==> config.mk <==
export PLATFORM = sky130hd
export DESIGN_NAME = fpu_register_file_paired_mode_core
export DESIGN_NICKNAME = d
export VERILOG_FILES = /design/src/fprf_pkg.sv /design/src/fprf_ram.sv /design/src/fprf_bank_store.sv /design/src/fpu_register_file_paired_mode_core.sv
export SDC_FILE = /design/constraint.sdc
export NUM_CORES = 2
export LEC_CHECK = 0
export BUFFER_PORTS_ARGS = -buffer_cell sky130_fd_sc_hd__buf_4
export CORE_MARGIN = 8
export CORE_UTILIZATION = 45
export DETAILED_ROUTE_END_ITERATION = 16
export GPL_TIMING_DRIVEN = 0
export PLACE_DENSITY = 0.59
export SLEW_MARGIN = 40
export SYNTH_ARGS = -nofsm -noshare
export SYNTH_HDL_FRONTEND = slang
export SYNTH_SLANG_ARGS = --single-unit
==> constraint.sdc <==
create_clock -name clk -period 13.4 [get_ports clk]
set_clock_uncertainty 0.1 [all_clocks]
set_input_delay 0.67 -clock clk [delete_from_list [all_inputs] [get_ports clk]]
set_output_delay 0.67 -clock clk [all_outputs]
set_load 0.1 [all_outputs]
==> src/fprf_pkg.sv <==
package fprf_pkg;

  localparam int REG_COUNT = 32;
  localparam int ROW_COUNT = REG_COUNT / 2;
  localparam int IDX_W     = $clog2(REG_COUNT);
  localparam int ROW_W     = $clog2(ROW_COUNT);
  localparam int DATA_W    = 64;
  localparam int WORD_W    = 32;

  typedef enum logic [1:0] {
    OP_READ32  = 2'd0,
    OP_READ64  = 2'd1,
    OP_WRITE32 = 2'd2,
    OP_WRITE64 = 2'd3
  } op_t;

  typedef enum logic {
    ST_IDLE,
    ST_EXEC
  } state_t;

  // Request into the banked store: even entries in one bank, odd in the other.
  typedef struct packed {
    logic              rd_en;
    logic [ROW_W-1:0]  rd_row;
    logic [ROW_W-1:0]  wr_row;
    logic              even_we;
    logic              odd_we;
    logic [DATA_W-1:0] even_wdata;
    logic [DATA_W-1:0] odd_wdata;
  } bank_req_t;

  typedef struct packed {
    logic [DATA_W-1:0] even_data;
    logic [DATA_W-1:0] odd_data;
  } bank_rsp_t;

  function automatic logic [DATA_W-1:0] sext32(input logic [WORD_W-1:0] w);
    sext32 = {{(DATA_W-WORD_W){w[WORD_W-1]}}, w};
  endfunction

endpackage

==> src/fprf_ram.sv <==
module fprf_ram #(
  parameter int WIDTH = 64,
  parameter int DEPTH = 16
) (
  input  logic                     clk,
  input  logic                     we,
  input  logic [$clog2(DEPTH)-1:0] waddr,
  input  logic [WIDTH-1:0]         wdata,
  input  logic                     re,
  input  logic [$clog2(DEPTH)-1:0] raddr,
  output logic [WIDTH-1:0]         rdata
);

  logic [WIDTH-1:0] mem [DEPTH];

  always_ff @(posedge clk) begin
    if (we) begin
      mem[waddr] <= wdata;
    end
    if (re) begin
      rdata <= mem[raddr];
    end
  end

endmodule

==> src/fprf_bank_store.sv <==
module fprf_bank_store (
  input  logic                clk,
  input  logic                rst,
  input  fprf_pkg::bank_req_t req,
  output fprf_pkg::bank_rsp_t rsp
);

  logic [fprf_pkg::ROW_COUNT-1:0] even_vld;
  logic [fprf_pkg::ROW_COUNT-1:0] odd_vld;
  logic                           even_vld_q;
  logic                           odd_vld_q;
  logic [fprf_pkg::DATA_W-1:0]    even_dout;
  logic [fprf_pkg::DATA_W-1:0]    odd_dout;

  fprf_ram #(.WIDTH(fprf_pkg::DATA_W), .DEPTH(fprf_pkg::ROW_COUNT)) u_even_ram (
    .clk   (clk),
    .we    (req.even_we),
    .waddr (req.wr_row),
    .wdata (req.even_wdata),
    .re    (req.rd_en),
    .raddr (req.rd_row),
    .rdata (even_dout)
  );

  fprf_ram #(.WIDTH(fprf_pkg::DATA_W), .DEPTH(fprf_pkg::ROW_COUNT)) u_odd_ram (
    .clk   (clk),
    .we    (req.odd_we),
    .waddr (req.wr_row),
    .wdata (req.odd_wdata),
    .re    (req.rd_en),
    .raddr (req.rd_row),
    .rdata (odd_dout)
  );

  // Entries never written read as zero; valid bits track the same read latency.
  always_ff @(posedge clk) begin
    if (rst) begin
      even_vld   <= '0;
      odd_vld    <= '0;
      even_vld_q <= 1'b0;
      odd_vld_q  <= 1'b0;
    end else begin
      if (req.even_we) begin
        even_vld[req.wr_row] <= 1'b1;
      end
      if (req.odd_we) begin
        odd_vld[req.wr_row] <= 1'b1;
      end
      if (req.rd_en) begin
        even_vld_q <= even_vld[req.rd_row];
        odd_vld_q  <= odd_vld[req.rd_row];
      end
    end
  end

  assign rsp.even_data = even_vld_q ? even_dout : '0;
  assign rsp.odd_data  = odd_vld_q  ? odd_dout  : '0;

endmodule

==> src/fpu_register_file_paired_mode_core.sv <==
// Channel  | Handshake            | Payload
// ---------+----------------------+------------------------------------
// in       | in_valid / in_ready  | operation, fpr_num, write_value
// out      | out_valid / out_ready| read_value
// cfg      | cfg_wr_en            | cfg_wr_data (full_width_mode)
//
// Each word has an accept step, which issues the bank read, and an execute
// step, which merges the read data, writes back and loads the output register.
// The registered read of the bank memories and a single word in flight make the steps separate.
// Reset clears the mode and the per-entry valid bits; no clearing pass.
// A full output register holds the block in its execute step until taken.
module fpu_register_file_paired_mode_core (
  input  logic                                  clk,
  input  logic                                  rst,
  input  logic                                  in_valid,
  output logic                                  in_ready,
  input  logic [1:0]                            operation,
  input  logic [fprf_pkg::IDX_W-1:0]            fpr_num,
  input  logic signed [fprf_pkg::DATA_W-1:0]    write_value,
  output logic                                  out_valid,
  input  logic                                  out_ready,
  output logic signed [fprf_pkg::DATA_W-1:0]    read_value,
  input  logic                                  cfg_wr_en,
  input  logic                                  cfg_wr_data
);

  fprf_pkg::state_t            state;
  fprf_pkg::state_t            state_next;
  fprf_pkg::op_t               op_in;
  fprf_pkg::op_t               op_q;
  logic                        odd_q;
  logic [fprf_pkg::ROW_W-1:0]  row_in;
  logic [fprf_pkg::ROW_W-1:0]  row_q;
  logic [fprf_pkg::DATA_W-1:0] wval_q;
  logic                        full_width_mode;
  logic                        accept;
  logic                        commit;
  logic [fprf_pkg::DATA_W-1:0] result;
  logic [fprf_pkg::DATA_W-1:0] sel_data;
  fprf_pkg::bank_req_t         req;
  fprf_pkg::bank_rsp_t         rsp;

  assign op_in  = fprf_pkg::op_t'(operation);
  assign accept = in_valid && in_ready;
  assign commit = (state == fprf_pkg::ST_EXEC) && (!out_valid || out_ready);

  // In paired mode a 64-bit access rounds an odd index up to the next pair; row wraps.
  always_comb begin
    row_in = fpr_num[fprf_pkg::IDX_W-1:1];
    if (!full_width_mode && (op_in == fprf_pkg::OP_READ64 || op_in == fprf_pkg::OP_WRITE64)
        && fpr_num[0]) begin
      row_in = fpr_num[fprf_pkg::IDX_W-1:1] +
               {{(fprf_pkg::ROW_W-1){1'b0}}, 1'b1};
    end
  end

  // Mode register
  always_ff @(posedge clk) begin
    if (rst) begin
      full_width_mode <= 1'b0;
    end else if (cfg_wr_en) begin
      full_width_mode <= cfg_wr_data;
    end
  end

  // Latch the word at accept
  always_ff @(posedge clk) begin
    if (accept) begin
      op_q   <= op_in;
      odd_q  <= fpr_num[0];
      row_q  <= row_in;
      wval_q <= write_value;
    end
  end

  fprf_bank_store u_store (
    .clk (clk),
    .rst (rst),
    .req (req),
    .rsp (rsp)
  );

  // Read both banks at accept; merge and write back in the execute step.
  always_comb begin
    sel_data       = odd_q ? rsp.odd_data : rsp.even_data;
    result         = '0;
    req.rd_en      = accept;
    req.rd_row     = row_in;
    req.wr_row     = row_q;
    req.even_we    = 1'b0;
    req.odd_we     = 1'b0;
    req.even_wdata = fprf_pkg::sext32(wval_q[fprf_pkg::WORD_W-1:0]);
    req.odd_wdata  = fprf_pkg::sext32(wval_q[fprf_pkg::WORD_W-1:0]);
    case (op_q)
      fprf_pkg::OP_READ32: begin
        result = fprf_pkg::sext32(sel_data[fprf_pkg::WORD_W-1:0]);
      end
      fprf_pkg::OP_READ64: begin
        if (full_width_mode) begin
          result = sel_data;
        end else begin
          result = {rsp.odd_data[fprf_pkg::WORD_W-1:0], rsp.even_data[fprf_pkg::WORD_W-1:0]};
        end
      end
      fprf_pkg::OP_WRITE32: begin
        req.even_we = commit && !odd_q;
        req.odd_we  = commit && odd_q;
      end
      fprf_pkg::OP_WRITE64: begin
        if (full_width_mode) begin
          req.even_wdata = wval_q;
          req.odd_wdata  = wval_q;
          req.even_we    = commit && !odd_q;
          req.odd_we     = commit && odd_q;
        end else begin
          // Low word zero-extended in the even entry, high word sign-extended in the odd
          req.even_wdata = {{(fprf_pkg::DATA_W-fprf_pkg::WORD_W){1'b0}},
                            wval_q[fprf_pkg::WORD_W-1:0]};
          req.odd_wdata  = fprf_pkg::sext32(wval_q[fprf_pkg::DATA_W-1:fprf_pkg::WORD_W]);
          req.even_we    = commit;
          req.odd_we     = commit;
        end
      end
      default: begin
        result = '0;
      end
    endcase
  end

  // Sequencer
  always_ff @(posedge clk) begin
    if (rst) begin
      state <= fprf_pkg::ST_IDLE;
    end else begin
      state <= state_next;
    end
  end

  always_comb begin
    state_next = state;
    in_ready   = 1'b0;
    unique case (state)
      fprf_pkg::ST_IDLE: begin
        in_ready = 1'b1;
        if (in_valid) begin
          state_next = fprf_pkg::ST_EXEC;
        end
      end
      fprf_pkg::ST_EXEC: begin
        if (commit) begin
          state_next = fprf_pkg::ST_IDLE;
        end
      end
      default: begin
        state_next = fprf_pkg::ST_IDLE;
      end
    endcase
  end

  // Output register: hold the result until taken
  always_ff @(posedge clk) begin
    if (rst) begin
      out_valid <= 1'b0;
    end else if (commit) begin
      out_valid <= 1'b1;
    end else if (out_ready) begin
      out_valid <= 1'b0;
    end
  end

  always_ff @(posedge clk) begin
    if (commit) begin
      read_value <= result;
    end
  end

`ifndef SYNTHESIS
  a_accept_exec: assert property (@(posedge clk) disable iff (rst)
    accept |=> state == fprf_pkg::ST_EXEC)
    else $error("accepted word did not enter execute step");

  a_out_from_exec: assert property (@(posedge clk) disable iff (rst)
    $rose(out_valid) |-> $past(state) == fprf_pkg::ST_EXEC)
    else $error("result appeared without an execute step");

  a_write_in_exec: assert property (@(posedge clk) disable iff (rst)
    (req.even_we || req.odd_we) |-> state == fprf_pkg::ST_EXEC)
    else $error("bank write outside execute step");

  a_pair_write_mode: assert property (@(posedge clk) disable iff (rst)
    (req.even_we && req.odd_we) |-> !full_width_mode)
    else $error("both banks written in full width mode");
`endif

endmodule
After elaboration in Yosys (flattened, before gate mapping)
Memory sizes are Yosys's and may differ from the RTL's. A register that Yosys moved wholly into a read port is not among the register bits.
Cells that the tools add are included.
Widths: inputs -> output; s select.
{"block": "word_totals", "word_cells": 65, "output_inout_bits": 66, "latch_bits": 0, "mem_bits_rw": 2048, "rom_bits": 0, "mem_count": 2, "input_bits": 77, "reg_bits": 172}
{"block": "classes", "n_div": 0, "n_addsub": 1, "n_reduce_logical": 14, "muxes": 25, "multipliers": 0, "magnitude_cmp": 3, "shifts": 0, "eq_ne": 5, "bitwise_logic": 3}
{"name": "u_store.u_even_ram.mem", "words": 16, "word_bits": 64, "rd": 1, "rd_clocked_by_memory_dff": 1, "write_ports": 1, "line_no": "fprf_ram.sv:14", "source": "logic [WIDTH-1:0] mem [DEPTH];"}
{"name": "u_store.u_odd_ram.mem", "words": 16, "word_bits": 64, "rd": 1, "rd_clocked_by_memory_dff": 1, "write_ports": 1, "line_no": "fprf_ram.sv:14"}
{"operator": "$mux 64", "count": 4}
{"operator": "$mux 130", "count": 1}
{"operator": "$mux 128", "count": 1}
{"operator": "$pmux 64 s2", "count": 1}
{"operator": "$or 16x16->16", "count": 2}
{"operator": "$mux 1", "count": 12}
{"operator": "$lt 4x5->1 const B", "count": 2}
{"operator": "$bmux 1 s4", "count": 2}
{"operator": "$logic_and 1x1->1", "count": 7}
{"operator": "$eq 2x2->1 const B", "count": 3}
{"operator": "$add 4x1->4 const B", "count": 1}
{"operator": "$demux 1 s4", "count": 1}
{"operator": "$eq 2x1->1 const B", "count": 2}
{"operator": "$ge 4x1->1 const B", "count": 1}
{"operator": "$mux 4", "count": 1}
{"operator": "$pmux 2 s2", "count": 1}
{"operator": "$logic_not 1->1", "count": 3}
{"operator": "$logic_not 2->1", "count": 1}
{"operator": "$logic_or 1x1->1", "count": 2}
{"operator": "$pmux 1 s2", "count": 1}
{"operator": "$reduce_bool 2->1", "count": 1}
{"operator": "$not 1->1", "count": 1}

Logic depth before layout (Yosys ltp)
{"block": "logic_depth", "word_depth": 8, "depth_mapped": 11, "mapped_depth_nobuf": 8}

Hierarchy
Synthesis repeated with hierarchy kept, for this count alone.
{"block": "hier_totals", "cells_unflattened": 4172, "hier_area_um2": 89610.9}
{"module": "fprf_ram", "instances": 2, "area_each_um2": 40222.3, "seq_area_each_um2": 32671.3, "cells_each": 1647}
{"module": "fpu_register_file_paired_mode_core", "instances": 1, "area_each_um2": 6872.8, "seq_area_each_um2": 4113.9, "cells_each": 573}
{"module": "fprf_bank_store", "instances": 1, "area_each_um2": 2293.4, "seq_area_each_um2": 680.7, "cells_each": 305}

Worst setup path after synthesis
OpenSTA, ideal clock, no wires.
{"block": "synth_path", "path_kind": "register to register", "from": "register state", "to": "memory u_store.u_odd_ram.mem[13][0], enable pin", "setup_slack_ps": 3016, "path_stages_with_launch": 5, "arrival_ps": 9717, "period_less_slack_ps": 10384, "setup_ps": 567, "required_ps": 12733, "n_path_buf": 0, "path_cell_list": "dfxtp_1 -> inv_1 -> a21oi_1 -> nand3b_1 -> nor3_1"}
{"block": "synth_between", "elab_chain_cells": 6}
{"element": "start, declared", "line_no": "fpu_register_file_paired_mode_core.sv:27", "source": "fprf_pkg::state_t state;"}
{"element": "start signal, assigned", "line_no": "fpu_register_file_paired_mode_core.sv:133", "source": "state <= fprf_pkg::ST_IDLE;"}
{"element": "start signal, assigned", "line_no": "fpu_register_file_paired_mode_core.sv:135", "source": "state <= state_next;"}
{"element": "$logic_and 1x1->1 (*)", "line_no": "fpu_register_file_paired_mode_core.sv:45", "source": "assign commit = (state == fprf_pkg::ST_EXEC) && (!out_valid || out_ready);"}
{"element": "via commit", "line_no": "fpu_register_file_paired_mode_core.sv:37", "source": "logic commit;"}
{"element": "$logic_and 1x1->1", "line_no": "fpu_register_file_paired_mode_core.sv:107, fpu_register_file_paired_mode_core.sv:114"}
{"element": "$mux 130", "line_no": "fpu_register_file_paired_mode_core.sv:110", "source": "if (full_width_mode) begin"}
{"element": "$pmux 2 s2 (*)", "line_no": "fpu_register_file_paired_mode_core.sv:94", "source": "case (op_q)"}
{"element": "$mux 1 (*)", "line_no": "fprf_ram.sv:17", "source": "if (we) begin"}
{"element": "$mux 1 (not written as such) (*)", "line_no": "fprf_ram.sv:18", "source": "mem[waddr] <= wdata;"}
{"element": "end, declared", "line_no": "fprf_ram.sv:14"}
Mark *: on every way through the listed nets, which the timed path passes. The rest lies on a longest branch.

Worst setup path in the final report
{"block": "layout_path", "from": "register op_q[0]", "to": "memory u_store.u_even_ram.mem[3][32], enable pin"}
{"block": "layout_between", "elab_chain_cells": 4, "word_cells_on_any_way": 5, "cone_classes": "2 x eq/ne; 3 x mux"}
{"element": "start, declared", "line_no": "fpu_register_file_paired_mode_core.sv:30", "source": "fprf_pkg::op_t op_q;"}
{"element": "start signal, assigned", "line_no": "fpu_register_file_paired_mode_core.sv:69", "source": "op_q <= op_in;"}
{"element": "$eq 2x2->1, on equally long branches"}
{"element": "$pmux 2 s2 (*)", "line_no": "fpu_register_file_paired_mode_core.sv:94"}
{"element": "$mux 1 (*)", "line_no": "fprf_ram.sv:17"}
{"element": "$mux 1 (not written as such) (*)", "line_no": "fprf_ram.sv:18"}
{"element": "end, declared", "line_no": "fprf_ram.sv:14"}
Mark *: on every way between the ends. The rest lies on a longest branch, timed or not.

==> qor.log <==
qor: sta.final_hold_viol_count 0
qor: setup_path.timing.critical_path.from_type register
qor: cells_and_area.synth_to_final_area_change 17.3%
qor: sta.min_period_over_period 0.374
qor: clocking.clock_latency 870 ps
qor: cells_and_area.final_layout_size_suffix_gt1_frac 0.131
qor: setup_path.cp_data_arrival_time 5470 ps
qor: clocking.tritoncts_clock_tree yes
qor: clocking.post_cts.resized_instances 0
qor: clocking.worst_setup_hold_path_clk_slew 60 ps
qor: outcome.run_status complete, no violations
qor: drt.via_count 59300
qor: setup_path.worst_r2r_endpoint u_store.u_even_ram.mem[3][32]
qor: global_routing.met1_capacity_usage_during_global_routing 0.361
qor: cells_and_area.layout_commonest_cell edfxtp_1
qor: clocking.cts.sinks 2348
qor: placed_design.globalplace.congestion 0.966
qor: floorplan.die_h 466 um
qor: global_routing.grt_pass1_vias 56300
qor: global_routing.grt-busiest-layer met2
qor: logic_synthesis.avgSynthCellArea 13.9 um^2
qor: drt.drc_errors 0
qor: clocking.cts_made_buffers 232
qor: sta.finalMaxSlewViolations 0
qor: global_routing.overflow_left_after_global_routing 0
qor: setup_path.required 13860 ps
qor: floorplan.total_core_area 0.202 mm^2
qor: setup_path.critPathKind register to register
qor: drt.routed_wire_length_per_instance 29.7 um
qor: cells_and_area.fill_cells 16600
qor: pwr.ir_worst_vdd 0.144 mV
qor: logic_synthesis.yosysWarnings 0
qor: logic_synthesis.ys_dominant_reg_cell edfxtp_1
qor: setup_path.worst_setup_path_end_kind register
qor: floorplan.die_w 466 um
qor: clocking.clock-root-buffer clkbuf_16
qor: job.maxCapViolations 0
qor: drt.post_drt_via_cell_ratio 5.87
qor: pwr.total_power 16.4 mW
qor: pwr.power.switching 4.18 mW
qor: cells_and_area.final_net_count 7314
qor: drt.detail_route.wirelength 301 mm
qor: worst_hold_path.min-delay-path-class primary input to register
qor: sta.fmax 199 MHz
qor: logic_synthesis.synth-edff-count 2311
qor: global_routing.grt_antenna_before_repair 30
qor: clocking.post-cts-setup-buffer-count 0
qor: logic_synthesis.synth-seq-area-share 0.770
qor: pwr.leakagePower 37.3 nW
qor: global_routing.grt_pass1_wl 419 mm
qor: drt.drtAntennaViolNets 0
qor: cells_and_area.final_core_util 0.530
qor: clocking.cts.path.max_buffers 3
qor: setup_path.setup.worst_path.start op_q[0]
qor: placed_design.placed_cells_incl_taps 9601
qor: drt.drt-pass1-iter-count 7
qor: sta.tightestPinTransition 909 ps
qor: setup_path.r2r_slack 8390 ps
qor: placed_design.placement.io_buffers 142
qor: clocking.cts-hold-fix-buffers 68
qor: drt.drt-initial-drc-count 8223
qor: sta.final_setup_violation_count 0
qor: floorplan.number_of_ports_placed_on_the_die_boundary 143
qor: cells_and_area.sequential_cell_area 0.0701 mm^2
qor: floorplan.row_count 165
qor: pwr.p_sw_frac 0.254
qor: pwr.internal_power 12.3 mW
qor: setup_path.regToRegStartpoint op_q[0]
qor: logic_synthesis.unique_masters_post_synth 48
qor: global_routing.global_route.usage.total 0.270
qor: cells_and_area.most-common-layout-cells 2311 x edfxtp_1, 1870 x nand2_1, 934 x nand3_1
qor: logic_synthesis.synth_nets 6618
qor: setup_path.path_max_fanout 7
qor: floorplan.initial_utilization 0.452
qor: logic_synthesis.netlist_area 0.0911 mm^2
qor: logic_synthesis.ys_async_sr_fraction 0
qor: placed_design.dpl_hpwl 222 mm
qor: global_routing.grt_start_max_net_pins 63
qor: logic_synthesis.synthesis.instances 6540
qor: pwr.p_clk_frac 0.387
qor: cells_and_area.final-instance-count-excl-fill 10100
qor: worst_hold_path.start_point_of_the_worst_min_delay_path out_ready
qor: clocking.cts-htree-levels 4
qor: global_routing.met2_track_usage_gr 0.413
qor: sta.post_route_minimum_period 5010 ps
qor: floorplan.design.die.area 0.217 mm^2
qor: setup_path.reg2regPathDepth 15
qor: pwr.seq_power_share 0.512
qor: logic_synthesis.synth_seq_cells 2348
qor: setup_path.critPathCapture u_store.u_even_ram.mem[3][32]
qor: pwr.comb_power_share 0.100
qor: sta.slew-limit-headroom 0.394
qor: global_routing.grt_use_met3 0.0611
qor: sta.setup_repair_after_global_routing_missed_its_margin no
qor: pwr.cellPowerDensity 154 mW/mm^2
qor: cells_and_area.multiInputGateArea 0.0195 mm^2
power groups by stage:
| stage | clock network [mW] | registers [mW] | logic [mW] |
|---|---|---|---|
| floorplan | 0 | 8.56 | 0.796 |
| global placement | 0 | 8.60 | 1.54 |
| detailed placement | 0 | 8.57 | 1.61 |
| CTS | 6.42 | 8.42 | 1.63 |
| global route | 6.69 | 8.42 | 1.74 |
| finish | 6.37 | 8.42 | 1.65 |
critical path, cell delays in order, from the launching register on:
cell and delay (ps):
edfxtp_1 730, nor2b_1 200, clkbuf_1 460, nand2b_1 410, nand2_1 290, nor3_2 260, buf_2 280, buf_2 250
buf_4 180, buf_4 180, buf_2 230, buf_4 200, buf_2 240, buf_2 240, buf_2 250, buf_4 200
area by class of cell:
cell class	count	area share
sequential	2348	0.656
multi-input combinational	3766	0.182
clock buffer	289	0.0575
timing repair buffer	462	0.0440
tap	2672	0.0313
buffer	419	0.0169
clock inverter	119	0.0109
antenna	22	0.000515
inverter	7	0.000316
metal layers:
layer	vias up	routed length, um
li1	25600	-
met2	3092	135000
met4	18	18200
met3	607	29300
met1	30000	118000
met5	-	340
per-stage QoR:
stage | hold WS, ps | setup slack, ps | setup TNS [ps] | cell area, um^2
6_report | 108 | 8390 | 0 | 107000
5_1_grt | 86.1 | 8260 | 0 | 107000
4_1_cts | 61.3 | 8570 | 0 | 107000
3_5_place_dp | 359 | 8520 | 0 | 98700
3_3_place_gp | 347 | -5340 | -4105040 | 95500
2_1_floorplan | 337 | 3020 | 0 | 91100
cell usage after synthesis, types with 30 or more instances:
master,number,area [um^2]
a21oi_1,56,280
nand4_1,89,557
nand3_1,934,4670
nor2_1,88,330
o211ai_1,112,841
clkbuf_1,237,890
mux2_2,33,372
a21o_1,31,233
mux2i_1,209,2090
edfxtp_1,2311,69400
buf_1,34,128
nand2_1,1870,7020
buf_2,142,711
a32oi_1,128,1120
nand2b_1,37,231
dfxtp_1,37,741
a32o_1,30,300
worst min path at each step:
stage	endpoint	slack, ps	cells past startpoint
final	out_valid	110	4
after global routing	out_valid	90	4
after CTS	out_valid	60	4
after detailed placement	u_store.even_vld[0]	360	2
after global placement	u_store.even_vld[1]	350	2
after floorplan	u_store.even_vld[10]	340	2
sequential cells by signal, summed over array words and instances (netlist names), 2 cells and up:
register                  count
u_store.u_even_ram.mem     1024
row_q                         4
op_q                          2
read_value                   64
wval_q                       64
u_store.u_even_ram.rdata     64
u_store.even_vld             16
u_store.u_odd_ram.mem      1024
u_store.odd_vld              16
u_store.u_odd_ram.rdata      64
cell families after synthesis:
family          synth area share
flops                      0.770
fa+ha+maj               0.000137
buf+inv                   0.0197
mux                       0.0273
simple gates               0.144
compound gates            0.0377
xor+xnor                0.000906
Note: power is estimated with default switching activity, not from simulation.
